--- src/tcl_pkg.sv ---
// ---------------------------------------------------------------------------
// tap code lock package
// constants, register codes and shared types of the tap code lock
// ---------------------------------------------------------------------------
`default_nettype none

package tcl_pkg;

   localparam int NUM_WINDOWS   = 3;
   localparam int LAST_WINDOW   = NUM_WINDOWS - 1;
   localparam int EARLIER_DEPTH = 2;

   localparam int CSR_INDEX_W = 3;
   localparam int CSR_DATA_W  = 16;

   localparam logic [3:0] TAP_MAX       = 4'd15;
   localparam logic [1:0] WINDOW_DONE   = 2'd3;
   localparam logic [1:0] WINDOW_FINAL  = 2'(NUM_WINDOWS);

   localparam logic [3:0]  RESET_DIGIT_FIRST      = 4'd5;
   localparam logic [3:0]  RESET_DIGIT_SECOND     = 4'd2;
   localparam logic [3:0]  RESET_DIGIT_THIRD      = 4'd3;
   localparam logic [15:0] RESET_TICKS_PER_SECOND = 16'd200;
   localparam logic [3:0]  RESET_WINDOW_SECONDS   = 4'd5;

   typedef enum logic [CSR_INDEX_W-1:0] {
      CSR_DIGIT_FIRST,
      CSR_DIGIT_SECOND,
      CSR_DIGIT_THIRD,
      CSR_TICKS_PER_SECOND,
      CSR_WINDOW_SECONDS
   } csr_index_type;

   typedef struct packed {
      logic [2:0][3:0] digit;
      logic [15:0]     ticks_per_second;
      logic [3:0]      window_seconds;
   } cfg_type;

   typedef struct packed {
      logic       window_end;
      logic [3:0] countdown;
   } timer_status_type;

   typedef struct packed {
      logic       finished;
      logic [1:0] window_index;
      logic       verdict;
   } tally_status_type;

endpackage

`default_nettype wire

--- src/tcl_timer.sv ---
// ---------------------------------------------------------------------------
// tap code lock timer
// tick and second counters of the current window, countdown digit
// ---------------------------------------------------------------------------
`default_nettype none

module tcl_timer (
   input  wire logic                      clock,
   input  wire logic                      reset,
   input  wire logic                      step,
   input  wire tcl_pkg::cfg_type          cfg,
   output      tcl_pkg::timer_status_type status
);

   logic [15:0] tick_ff, tick_in;
   logic [3:0]  second_ff, second_in;
   logic [16:0] tick_next;
   logic [4:0]  second_next;
   logic        second_end;
   logic        window_end;

   assign tick_next   = {1'b0, tick_ff} + 17'd1;
   assign second_next = {1'b0, second_ff} + 5'd1;
   // a zero tick count ends the second on every tick, a zero window length ends the window at every second's end
   assign second_end  = tick_next >= {1'b0, cfg.ticks_per_second};
   assign window_end  = second_end && (second_next >= {1'b0, cfg.window_seconds});

   always_comb begin
      tick_in   = tick_ff;
      second_in = second_ff;
      if (step) begin
         if (second_end) begin
            tick_in   = '0;
            second_in = window_end ? 4'd0 : second_next[3:0];
         end else begin
            tick_in = tick_next[15:0];
         end
      end
   end

   always_ff @(posedge clock) begin
      if (reset) begin
         tick_ff   <= '0;
         second_ff <= '0;
      end else begin
         tick_ff   <= tick_in;
         second_ff <= second_in;
      end
   end

   assign status.window_end = window_end;
   assign status.countdown  = (cfg.window_seconds > second_ff) ?
                              (cfg.window_seconds - second_ff) : 4'd0;

endmodule

`default_nettype wire

--- src/tcl_tally.sv ---
// ---------------------------------------------------------------------------
// tap code lock tally
// tap edge counting per window, window sequencing and final verdict
// ---------------------------------------------------------------------------
`default_nettype none

module tcl_tally (
   input  wire logic                      clock,
   input  wire logic                      reset,
   input  wire logic                      step,
   input  wire logic                      touch,
   input  wire logic                      window_end,
   input  wire tcl_pkg::cfg_type          cfg,
   output      tcl_pkg::tally_status_type status
);

   logic [1:0] window_ff, window_in;
   logic       held_ff, held_in;
   logic [3:0] tap_ff, tap_in;
   logic [3:0] earlier_ff [tcl_pkg::EARLIER_DEPTH];
   logic [3:0] earlier_in [tcl_pkg::EARLIER_DEPTH];
   logic       verdict_ff, verdict_in;
   logic       tap_bump;
   logic [3:0] tap_next;
   logic       match;

   assign tap_bump = touch && !held_ff && (tap_ff != tcl_pkg::TAP_MAX);
   assign tap_next = tap_ff + {3'd0, tap_bump};

   // this tick's tap already counts towards the last window
   always_comb begin
      match = (tap_next == cfg.digit[tcl_pkg::LAST_WINDOW]);
      for (int k = 0; k < tcl_pkg::EARLIER_DEPTH; k++) begin
         if ((k < tcl_pkg::LAST_WINDOW) && (earlier_ff[k] != cfg.digit[k])) begin
            match = 1'b0;
         end
      end
   end

   always_comb begin
      window_in  = window_ff;
      held_in    = held_ff;
      tap_in     = tap_ff;
      earlier_in = earlier_ff;
      verdict_in = verdict_ff;
      if (step) begin
         tap_in  = tap_next;
         held_in = touch;
         if (window_end) begin
            tap_in  = '0;
            held_in = 1'b0;
            if (window_ff < 2'(tcl_pkg::LAST_WINDOW)) begin
               if (window_ff < 2'(tcl_pkg::EARLIER_DEPTH)) begin
                  earlier_in[window_ff[0]] = tap_next;
               end
               window_in = window_ff + 2'd1;
            end else begin
               verdict_in = match;
               window_in  = tcl_pkg::WINDOW_FINAL;
            end
         end
      end
   end

   always_ff @(posedge clock) begin
      if (reset) begin
         window_ff  <= '0;
         held_ff    <= 1'b0;
         tap_ff     <= '0;
         verdict_ff <= 1'b0;
         for (int k = 0; k < tcl_pkg::EARLIER_DEPTH; k++) begin
            earlier_ff[k] <= '0;
         end
      end else begin
         window_ff  <= window_in;
         held_ff    <= held_in;
         tap_ff     <= tap_in;
         verdict_ff <= verdict_in;
         earlier_ff <= earlier_in;
      end
   end

   assign status.finished     = window_ff >= tcl_pkg::WINDOW_FINAL;
   assign status.window_index = window_ff;
   assign status.verdict      = verdict_ff;

endmodule

`default_nettype wire

--- src/tap_code_lock_top.sv ---
// ---------------------------------------------------------------------------
// tap code lock top level
// three timed tap-counting windows checked against a stored combination
// ---------------------------------------------------------------------------
// One touch sample enters per transaction and produces exactly one result
// transaction. A new sample can be taken every cycle; its result is held in
// the output register and appears on the cycle after acceptance, and the
// input keeps accepting while that register is free or being emptied in the
// same cycle. The result shows the countdown, window and verdict as they
// stood before the sample was applied, so the verdict appears on the
// transaction after the last window ends and then stays until reset.
// Configuration writes take effect on the following cycle.
`default_nettype none

module tap_code_lock_top (
   input  wire logic                              clock,
   input  wire logic                              reset,
   input  wire logic                              csr_we,
   input  wire logic [tcl_pkg::CSR_INDEX_W-1:0]   csr_index,
   input  wire logic [tcl_pkg::CSR_DATA_W-1:0]    csr_wdata,
   input  wire logic                              req_valid,
   output      logic                              req_ready,
   input  wire logic                              req_touch,
   output      logic                              rsp_valid,
   input  wire logic                              rsp_ready,
   output      logic                              rsp_led_on,
   output      logic [3:0]                        rsp_countdown,
   output      logic [1:0]                        rsp_window_index,
   output      logic                              rsp_verdict_valid,
   output      logic                              rsp_unlocked
);

   tcl_pkg::cfg_type          cfg_ff, cfg_in;
   tcl_pkg::timer_status_type timer_status;
   tcl_pkg::tally_status_type tally_status;

   logic       req_accept;
   logic       step;
   logic       rsp_valid_ff, rsp_valid_in;
   logic       led_ff, led_in;
   logic [3:0] countdown_ff, countdown_in;
   logic [1:0] window_ff, window_in;
   logic       verdict_valid_ff, verdict_valid_in;
   logic       unlocked_ff, unlocked_in;

   always_comb begin
      cfg_in = cfg_ff;
      if (csr_we) begin
         case (tcl_pkg::csr_index_type'(csr_index))
            tcl_pkg::CSR_DIGIT_FIRST:      cfg_in.digit[0] = csr_wdata[3:0];
            tcl_pkg::CSR_DIGIT_SECOND:     cfg_in.digit[1] = csr_wdata[3:0];
            tcl_pkg::CSR_DIGIT_THIRD:      cfg_in.digit[2] = csr_wdata[3:0];
            tcl_pkg::CSR_TICKS_PER_SECOND: cfg_in.ticks_per_second = csr_wdata;
            tcl_pkg::CSR_WINDOW_SECONDS:   cfg_in.window_seconds = csr_wdata[3:0];
            default: begin
            end
         endcase
      end
   end

   always_ff @(posedge clock) begin
      if (reset) begin
         cfg_ff.digit[0]         <= tcl_pkg::RESET_DIGIT_FIRST;
         cfg_ff.digit[1]         <= tcl_pkg::RESET_DIGIT_SECOND;
         cfg_ff.digit[2]         <= tcl_pkg::RESET_DIGIT_THIRD;
         cfg_ff.ticks_per_second <= tcl_pkg::RESET_TICKS_PER_SECOND;
         cfg_ff.window_seconds   <= tcl_pkg::RESET_WINDOW_SECONDS;
      end else begin
         cfg_ff <= cfg_in;
      end
   end

   assign req_ready  = !rsp_valid_ff || rsp_ready;
   assign req_accept = req_valid && req_ready;
   // counters freeze once the verdict is in
   assign step       = req_accept && !tally_status.finished;

   tcl_timer u_timer (
      .clock  (clock),
      .reset  (reset),
      .step   (step),
      .cfg    (cfg_ff),
      .status (timer_status)
   );

   tcl_tally u_tally (
      .clock      (clock),
      .reset      (reset),
      .step       (step),
      .touch      (req_touch),
      .window_end (timer_status.window_end),
      .cfg        (cfg_ff),
      .status     (tally_status)
   );

   always_comb begin
      rsp_valid_in     = rsp_valid_ff && !rsp_ready;
      led_in           = led_ff;
      countdown_in     = countdown_ff;
      window_in        = window_ff;
      verdict_valid_in = verdict_valid_ff;
      unlocked_in      = unlocked_ff;
      if (req_accept) begin
         rsp_valid_in = 1'b1;
         led_in       = req_touch;
         if (tally_status.finished) begin
            countdown_in     = 4'd0;
            window_in        = tcl_pkg::WINDOW_DONE;
            verdict_valid_in = 1'b1;
            unlocked_in      = tally_status.verdict;
         end else begin
            countdown_in     = timer_status.countdown;
            window_in        = tally_status.window_index;
            verdict_valid_in = 1'b0;
            unlocked_in      = 1'b0;
         end
      end
   end

   always_ff @(posedge clock) begin
      if (reset) begin
         rsp_valid_ff <= 1'b0;
      end else begin
         rsp_valid_ff <= rsp_valid_in;
      end
   end

   always_ff @(posedge clock) begin
      led_ff           <= led_in;
      countdown_ff     <= countdown_in;
      window_ff        <= window_in;
      verdict_valid_ff <= verdict_valid_in;
      unlocked_ff      <= unlocked_in;
   end

   assign rsp_valid         = rsp_valid_ff;
   assign rsp_led_on        = led_ff;
   assign rsp_countdown     = countdown_ff;
   assign rsp_window_index  = window_ff;
   assign rsp_verdict_valid = verdict_valid_ff;
   assign rsp_unlocked      = unlocked_ff;

endmodule

`default_nettype wire

--- config.mk ---
export PLATFORM = sky130hd
export DESIGN_NAME = tap_code_lock_top
export DESIGN_NICKNAME = d
export VERILOG_FILES = /design/src/tcl_pkg.sv /design/src/tcl_timer.sv /design/src/tcl_tally.sv /design/src/tap_code_lock_top.sv
export SDC_FILE = /design/constraint.sdc
export NUM_CORES = 1
export LEC_CHECK = 0
export ABC_AREA = 1
export BUFFER_PORTS_ARGS = -buffer_cell sky130_fd_sc_hd__buf_2
export CAP_MARGIN = 20
export CORE_MARGIN = 2
export CORE_UTILIZATION = 50
export CTS_BUF_LIST = sky130_fd_sc_hd__clkbuf_4
export DETAILED_ROUTE_END_ITERATION = 10
export PLACE_DENSITY_LB_ADDON = 0.1
export SLEW_MARGIN = 10
export SYNTH_ARGS = -nofsm -noshare
export SYNTH_HDL_FRONTEND = slang
export SYNTH_SLANG_ARGS = --single-unit
--- constraint.sdc ---
create_clock -name clock -period 3.8 [get_ports clock]
set_input_delay 0.19 -clock clock [delete_from_list [all_inputs] [get_ports clock]]
set_output_delay 0.19 -clock clock [all_outputs]
set_load 0.05 [all_outputs]
==> PnR_summary.wiki, run 1 <==
{| class="wikitable"
! Metric !! Value
|-
| Number of clock sinks || 78
|-
| Power per standard cell area || 370 nW/µm²
|-
| GPL Wtd Cong || 0.898
|-
| Start point of the critical path || u_timer.tick_ff[0]
|-
| Drt drc || 0
|-
| Largest net degree at the start of global routing || 33
|-
| PnR worst setup slack || 0.593 ns
|-
| Port-buffer cells || 35
|-
| Number of max-cap violations || 0
|-
| Proportion of netlist area held by the largest area contributor || 32.6%
|-
| Die footprint || 9220 µm²
|-
| Worst slew pin tran || 0.984 ns
|-
| Launching element type of the critical path || flip-flop
|-
| Net count, final || 658
|-
| Placed cells || 694
|-
| HPWL reported at the end of detailed placement || 6.82 mm
|-
| Commonest cells in the netlist || nand2_1 (109), inv_1 (90), dfxtp_1 (69)
|-
| Worst setup slack after placement || 0.649 ns
|-
| Count of flip-flops with a built-in enable after synthesis || 9
|-
| Synth Register Bits || 78
|-
| Max Clock Freq || 0.312 GHz
|-
| Worst Hold Class || in -> reg
|-
| Data required time of the critical path || 4.16 ns
|-
| Most frequently used cell type in the post-synthesis netlist || nand2_1
|-
| Hold violation count in the final report || 0
|-
| Cell area after layout || 4680 µm²
|-
| Result of the run || complete, no violations
|-
| Worst setup skew after layout || 0.0135 ns
|-
| Seq/Total Area, Yosys || 39.0%
|-
| Signal arrival time at the worst endpoint || 3.57 ns
|-
| Site row count || 33
|-
| Max-slew violation count || 0
|-
| Die X || 96.0 µm
|-
| Root Buffer || clkbuf_4
|-
| Mapped Area || 4230 µm²
|-
| Area after DPL || 4490 µm²
|-
| Worst skew pair latency || 0.44 ns
|-
| Warnings, synthesis || 0
|-
| Wire length of the first global-routing pass || 15.5 mm
|-
| GRT overflow || 0
|-
| Worst-case vdd ir drop || 187 µV
|-
| Number of endpoints failing setup at the final stage || 0
|-
| Layout cells sized above 1 || 11.3%
|-
| Worst slew margin || 34.3%
|-
| Area grow syn2layout || 10.5%
|-
| Overall routed net length || 9.12 mm
|-
| Synth Net Count || 622
|-
| Setup total negative slack || 0 ns
|-
| Start of the worst register-to-register path || u_timer.tick_ff[0]
|-
| Minimum period implied by the final worst setup slack || 3.21 ns
|-
| Worst R2R Path Depth || 15
|-
| Capturing point of the worst reg2reg path || u_timer.tick_ff[3]
|-
| Height of the chip || 96.0 µm
|-
| Detail-routed net length per standard cell || 12.8 µm
|-
| Cts repair resizes || 0
|-
| Synth Instances || 568
|-
| Period utilisation layout || 84.4%
|-
| Cell accounting for the most synthesized area || dfxtp_1
|-
| Register clock-pin slew on the reported worst setup and hold paths || 0.12 ns
|-
| Initial antenna violation count || 0
|-
| Post-Syn Area per Cell || 7.45 µm²
|-
| Antenna diode instance count || 0
|-
| Final cell count without fillers || 713
|-
| Combined global-route utilization of all metal layers || 22.0%
|-
| DRT antenna net count || 0
|-
| Endpoint of the most critical setup path || u_timer.tick_ff[3]
|-
| Total via count after detailed routing || 3,611
|-
| Cts bufs inserted || 9
|-
| Number of violations reported at the end of detailed-routing iteration 0 || 194
|-
| End-of-flow core utilization || 56.9%
|-
| Design Power || 1.73 mW
|-
| Dominant synthesized flop cell || dfxtp_1
|-
| Type of the setup path with the least slack || reg -> reg
|-
| Initial standard-cell utilization of the core || 51.5%
|-
| Via/cell ratio || 5.06
|-
| TritonCTS clock tree || done
|-
| Ranking of synthesized cells by area || dfxtp_1 (33%), nand2_1 (9.7%), ha_1 (8.3%)
|-
| Maximum cell stage delay along the critical path || 0.45 ns
|-
| Register-to-register setup slack || 0.59 ns
|-
| I/O pin count || 36
|-
| Final hold slack || 0.0237 ns
|-
| Vias in the first global route || 3,352
|-
| Hold Crit Start || csr_wdata[10]
|-
| Critical Path End Type || flip-flop
|-
| Maximum root-to-sink buffer count || 2
|-
| Fraction of synthesis flops using an asynchronous set or reset pin || 0%
|-
| Unrepaired setup endpoints after global routing || false
|-
| Library cell contributing the largest single delay on the critical path || dfxtp_1
|-
| Leakage power || 2.15 nW
|-
| Number of distinct library cells after synthesis || 39
|-
| Area of the core || 8220 µm²
|-
| Peak fanout along the critical path || 14
|-
| Number of iterations in the first detailed-routing pass || 4
|-
| Cells traversed along the worst timing path || ha_1, nand3_1, nor4_1, nand2_1, xnor2_1, ha_1, a21oi_1, nor2_1, nor2_1, nand3_2, nor2_4, nand2_4, nand2_1, nand2_1, nor2_1
|-
| Total number of H-tree levels || 3
|}
[cell families (layout without fill, tap and decap cells)]
family	count (synthesis)	count (layout)	share of synthesized area, %
AOI/OAI and AO/OA	95	95	12.1
and+or+nand+nor	230	230	24.5
xor gates and xnor gates	27	27	5.59
DFF	78	78	39.0
adders and majority gates	29	29	8.75
buffers and inverters	109	149	10.0
[layout by cell type (no fill, tap or decap), types with 5 or more instances in the layout]
master	synthesis	layout
o21ai_0	37	37
inv_1	90	90
nand3_2	5	5
clkbuf_4	0	10
dfxtp_1	69	69
nand2_1	109	109
a21oi_1	44	44
edfxtp_1	9	9
nor2_1	62	61
ha_1	28	28
nand3_1	20	20
buf_2	3	35
xor2_1	16	16
o211ai_1	5	5
nor3_1	5	5
xnor2_1	11	11
nand4_1	16	16
[how the worst min path moves through the flow]
stage / to / slack (ns) / cells after the start
global route: cfg_ff[19] / 0.02 / 3
finish: cfg_ff[14] / 0.02 / 3
CTS: cfg_ff[19] / 0.001 / 3
detailed placement: rsp_led_on / 0.39 / 1
global placement: rsp_led_on / 0.38 / 1
floorplan: rsp_led_on / 0.29 / 0
[layer usage]
metal	share of wire, %	GRT usage (%)
met1	52	31.6
met2	42	32.3
met3	4.3	4.23
met4	2.1	9.05
met5	0	0
[timing repair]
item	4_1_cts	5_1_grt
hold buffers	4	0
endpoints found under the hold margin	4	0
setup endpoints to repair	0	0
setup buffers	0	0
[where the power goes]
group | total [mW] | internal, mW | switching, mW
Sequential | 0.895 | 0.869 | 0.0264
Clock | 0.553 | 0.268 | 0.285
Combinational | 0.284 | 0.0947 | 0.189
Total | 1.73 | 1.23 | 0.501
[sequential cells by signal, indices dropped and copies added (netlist names)]
signal              count
cfg_ff                 32
rsp_countdown           4
rsp_led_on              1
rsp_unlocked            1
rsp_valid               1
rsp_verdict_valid       1
rsp_window_index        2
u_tally.earlier_ff      8
u_tally.held_ff         1
u_tally.tap_ff          4
u_tally.verdict_ff      1
u_tally.window_ff       2
u_timer.second_ff       4
u_timer.tick_ff        16
[critical path: cells and delay by family (launching register included)]
kind            cells  cell delay [ns]
xor+xnor            1             0.27
fa+ha+maj           2             0.54
simple gates       11             1.72
flops               1             0.45
compound gates      1             0.15
[cell type report]
cell class | count | area [µm²]
Sequential cell | 78 | 1650
Multi-Input combinational cell | 381 | 2160
Inverter | 93 | 354
Timing Repair Buffer | 41 | 230
Clock inverter | 5 | 76.3
Clock buffer | 10 | 75.1
Fill cell | 799 | 3540
Tap cell | 105 | 131
No activity file was read; power rests on OpenSTA's default activity.
==> inputs of run 2 (changes only) <==
- clock period: 3.8 -> 2.75 ns (I/O delays scaled with it)
==> PnR_summary.wiki, run 2 (synthesis gave the netlist of run 1 again) <==
{| class="wikitable"
! Metric !! Value
|-
| Largest net degree at the start of global routing || 39 (+18%)
|-
| Area after DPL || 4600 µm² (+2.5%)
|-
| Period utilisation layout || 98.1% (+14 points)
|-
| Worst-case vdd ir drop || 251 µV (+34%)
|-
| Peak fanout along the critical path || 6 (-8)
|-
| DRT antenna net count || 0 (unchanged)
|-
| Power per standard cell area || 478 nW/µm² (+29%)
|-
| Maximum root-to-sink buffer count || 2 (unchanged)
|-
| Worst path top cell family by delay || simple AND/OR/NAND/NOR gates
|-
| Initial standard-cell utilization of the core || 51.5% (unchanged)
|-
| Net switching share of the total power || 29.8% (+0.85 points)
|-
| Largest registers ranked by flip-flop count || cfg_ff: 32 flops, u_timer.tick_ff: 16 flops, u_tally.earlier_ff: 8 flops
|-
| HPWL reported at the end of detailed placement || 6.85 mm (+0.34%)
|-
| Number of violations reported at the end of detailed-routing iteration 0 || 191 (-1.5%)
|-
| Vias in the first global route || 3,561 (+6.2%)
|-
| Number of endpoints failing setup at the final stage || 0 (unchanged)
|-
| Register clock-pin slew on the reported worst setup and hold paths || 0.12 ns (about the same)
|-
| Register bank with the most flops || cfg_ff
|-
| Area of the core || 8220 µm² (unchanged)
|-
| Unrepaired setup endpoints after global routing || true
|-
| Worst skew pair latency || 0.43 ns (about the same)
|-
| Max-slew violation count || 0 (unchanged)
|-
| Most common library cell in the layout ignoring fill and taps || nand2_1
|-
| Result of the run || complete, no violations
|-
| Total via count after detailed routing || 3,804 (+5.3%)
|-
| TritonCTS clock tree || done
|-
| Library cell contributing the largest single delay on the critical path || dfxtp_2
|-
| Cts bufs inserted || 9 (unchanged)
|-
| Max Clock Freq || 0.370 GHz (+19%)
|-
| Die footprint || 9220 µm² (unchanged)
|-
| Area grow syn2layout || 24.7%
|-
| Worst slew margin || 59.4% (+25 points)
|-
| I/O pin count || 36 (unchanged)
|-
| Maximum cell stage delay along the critical path || 0.37 ns (-0.08 ns)
|-
| Worst slew pin tran || 0.608 ns (-0.376 ns)
|-
| Site row count || 33 (unchanged)
|-
| Leakage power || 2.40 nW (+12%)
|-
| Combined global-route utilization of all metal layers || 23.0% (+1.0 points)
|-
| Sequential cell fraction of total power || 49.0% (-2.7 points)
|-
| Detail-routed net length per standard cell || 13.1 µm (+2.6%)
|-
| Overall routed net length || 9.83 mm (+7.7%)
|-
| Wire length of the first global-routing pass || 16.4 mm (+6.0%)
|-
| Cells traversed along the worst timing path || ha_4, nand2_2, nor2_2, nand2_2, nor3_2, xor2_1, ha_1, nand2_1, nand2_1, o21bai_1, nand2_1, nor2_2, nor2_4, nand2_8, nor2_4, nand2_1, a21oi_1
|-
| GRT overflow || 0 (unchanged)
|-
| Port-buffer cells || 35 (unchanged)
|-
| Net count, final || 693 (+5.3%)
|-
| Number of iterations in the first detailed-routing pass || 5 (+1)
|-
| Antenna diode instance count || 0 (unchanged)
|-
| Minimum period implied by the final worst setup slack || 2.70 ns (-0.508 ns)
|-
| Number of max-cap violations || 0 (unchanged)
|-
| Number of clock sinks || 78 (unchanged)
|-
| Number of filler instances in the final layout || 734 (-8.1%)
|-
| Layout cells sized above 1 || 21.4% (+10 points)
|-
| Number of flip-flops in the largest register || 32 (unchanged)
|-
| Combinational power share || 19.7% (+3.3 points)
|-
| Bufs and invs on worst path || 0 (unchanged)
|-
| Int Power || 1.77 mW (+44%)
|-
| Hold violation count in the final report || 0 (unchanged)
|-
| Height of the chip || 96.0 µm (unchanged)
|-
| Worst setup skew after layout || 0.0207 ns (+0.00726 ns)
|-
| Initial antenna violation count || 0 (unchanged)
|-
| Cell area after layout || 5280 µm² (+13%)
|-
| Worst Hold Class || in -> reg
|-
| Share of power burned in the clock network || 31.3% (-0.6 points)
|-
| Via/cell ratio || 5.08 (+0.28%)
|-
| Total number of H-tree levels || 3 (unchanged)
|-
| Die X || 96.0 µm (unchanged)
|-
| GPL Wtd Cong || 0.854 (-4.9%)
|-
| Critical Path End Type || flip-flop
|-
| Launching element type of the critical path || flip-flop
|-
| Type of the setup path with the least slack || reg -> reg
|-
| Final hold slack || 0.0195 ns (-0.00417 ns)
|-
| Root Buffer || clkbuf_4
|-
| Switch Pwr || 0.751 mW (+50%)
|-
| Signal arrival time at the worst endpoint || 3.06 ns (-0.51 ns)
|-
| Commonest non-fill, non-tap cells in the layout || nand2_1 (96), inv_1 (88), dfxtp_1 (60), nor2_1 (59), a21oi_1 (41)
|-
| Data required time of the critical path || 3.11 ns (-1.05 ns)
|-
| CP dominant cell by count || nand2_1
|-
| Drt drc || 0 (unchanged)
|}
==> run 2: changes by cell type in the layout (fill, tap and decap cells not counted), sizes merged <==
cell,delta
buf,+23
clkinvlp,-1
dlygate4sd3,+11
inv,+2
nand2,+1
==> run 2: final timing paths <==
| check | start | to | slack [ns] | cells after the start |
|---|---|---|---|---|
| worst min register to register | cfg_ff[5] | cfg_ff[5] | 0.46 | 2 |
| worst max register to register | u_timer.tick_ff[0] | u_timer.tick_ff[4] | 0.05 | 17 |
| worst max-delay path | u_timer.tick_ff[0] | u_timer.tick_ff[4] | 0.05 | 17 |
| worst min-delay path | csr_wdata[4] | cfg_ff[8] | 0.02 | 3 |
==> run 2: through the flow <==
step                      power, mW  cells  utilization, %  worst slack, ns  setup TNS, ns
after CTS                      2.49    743            61.2          0.00197              0
after detailed placement       1.67    709            56.0           -0.119          -1.48
after global placement         1.66    709            56.0         -0.00648       -0.00831
after floorplan                1.55    568               -            0.190              0
final                          2.52    749            64.3           0.0509              0
after global routing           2.66    749            64.3          -0.0977         -0.878
==> run 2: final cells by class <==
type	instances	area, µm²	area share (%)
Clock inverter	6	85.1	1.61
Inverter	93	354	6.71
Clock buffer	10	75.1	1.42
Multi-Input combinational cell	382	2420	45.9
Tap cell	105	131	2.49
Timing Repair Buffer	75	541	10.2
Sequential cell	78	1670	31.6
==> run 2: routing by layer <==
metal / up-vias / routed length [µm] / part of all wire, % / global-route usage (%)
met2: 70 / 4560 / 46 / 37.1
met3: 11 / 473 / 4.8 / 3.45
met1: 1752 / 4680 / 48 / 31.6
met4: 0 / 108 / 1.1 / 7.62
met5: - / 0 / 0 / 0
li1: 1971 / - / - / -
==> run 2: power by group through the flow <==
stage                     clock network, mW  registers, mW  logic [mW]
after floorplan                           0           1.29       0.263
after global placement                    0           1.26       0.401
after detailed placement                  0           1.26       0.408
after CTS                             0.801           1.23       0.459
after global routing                  0.858           1.24       0.556
final                                 0.791           1.23       0.496
==> run 2: timing repair <==
action / in CTS / in global routing
resized for setup: 20 / 43
endpoints found under the setup margin: 25 / 36
hold buffers: 15 / 0
endpoints found under the hold margin: 15 / 0
gates cloned: 1 / 0
buffers inserted: 2 / 5
pin swaps: 15 / 27
==> run 2: worst reg2reg max path, stage by stage (launching register included) <==
cell and delay, ns:
dfxtp_2 0.37, ha_4 0.17, nand2_2 0.05, nor2_2 0.09, nand2_2 0.09, nor3_2 0.15
xor2_1 0.29, ha_1 0.32, nand2_1 0.08, nand2_1 0.05, o21bai_1 0.15, nand2_1 0.10
nor2_2 0.06, nor2_4 0.15, nand2_8 0.11, nor2_4 0.17, nand2_1 0.08, a21oi_1 0.14
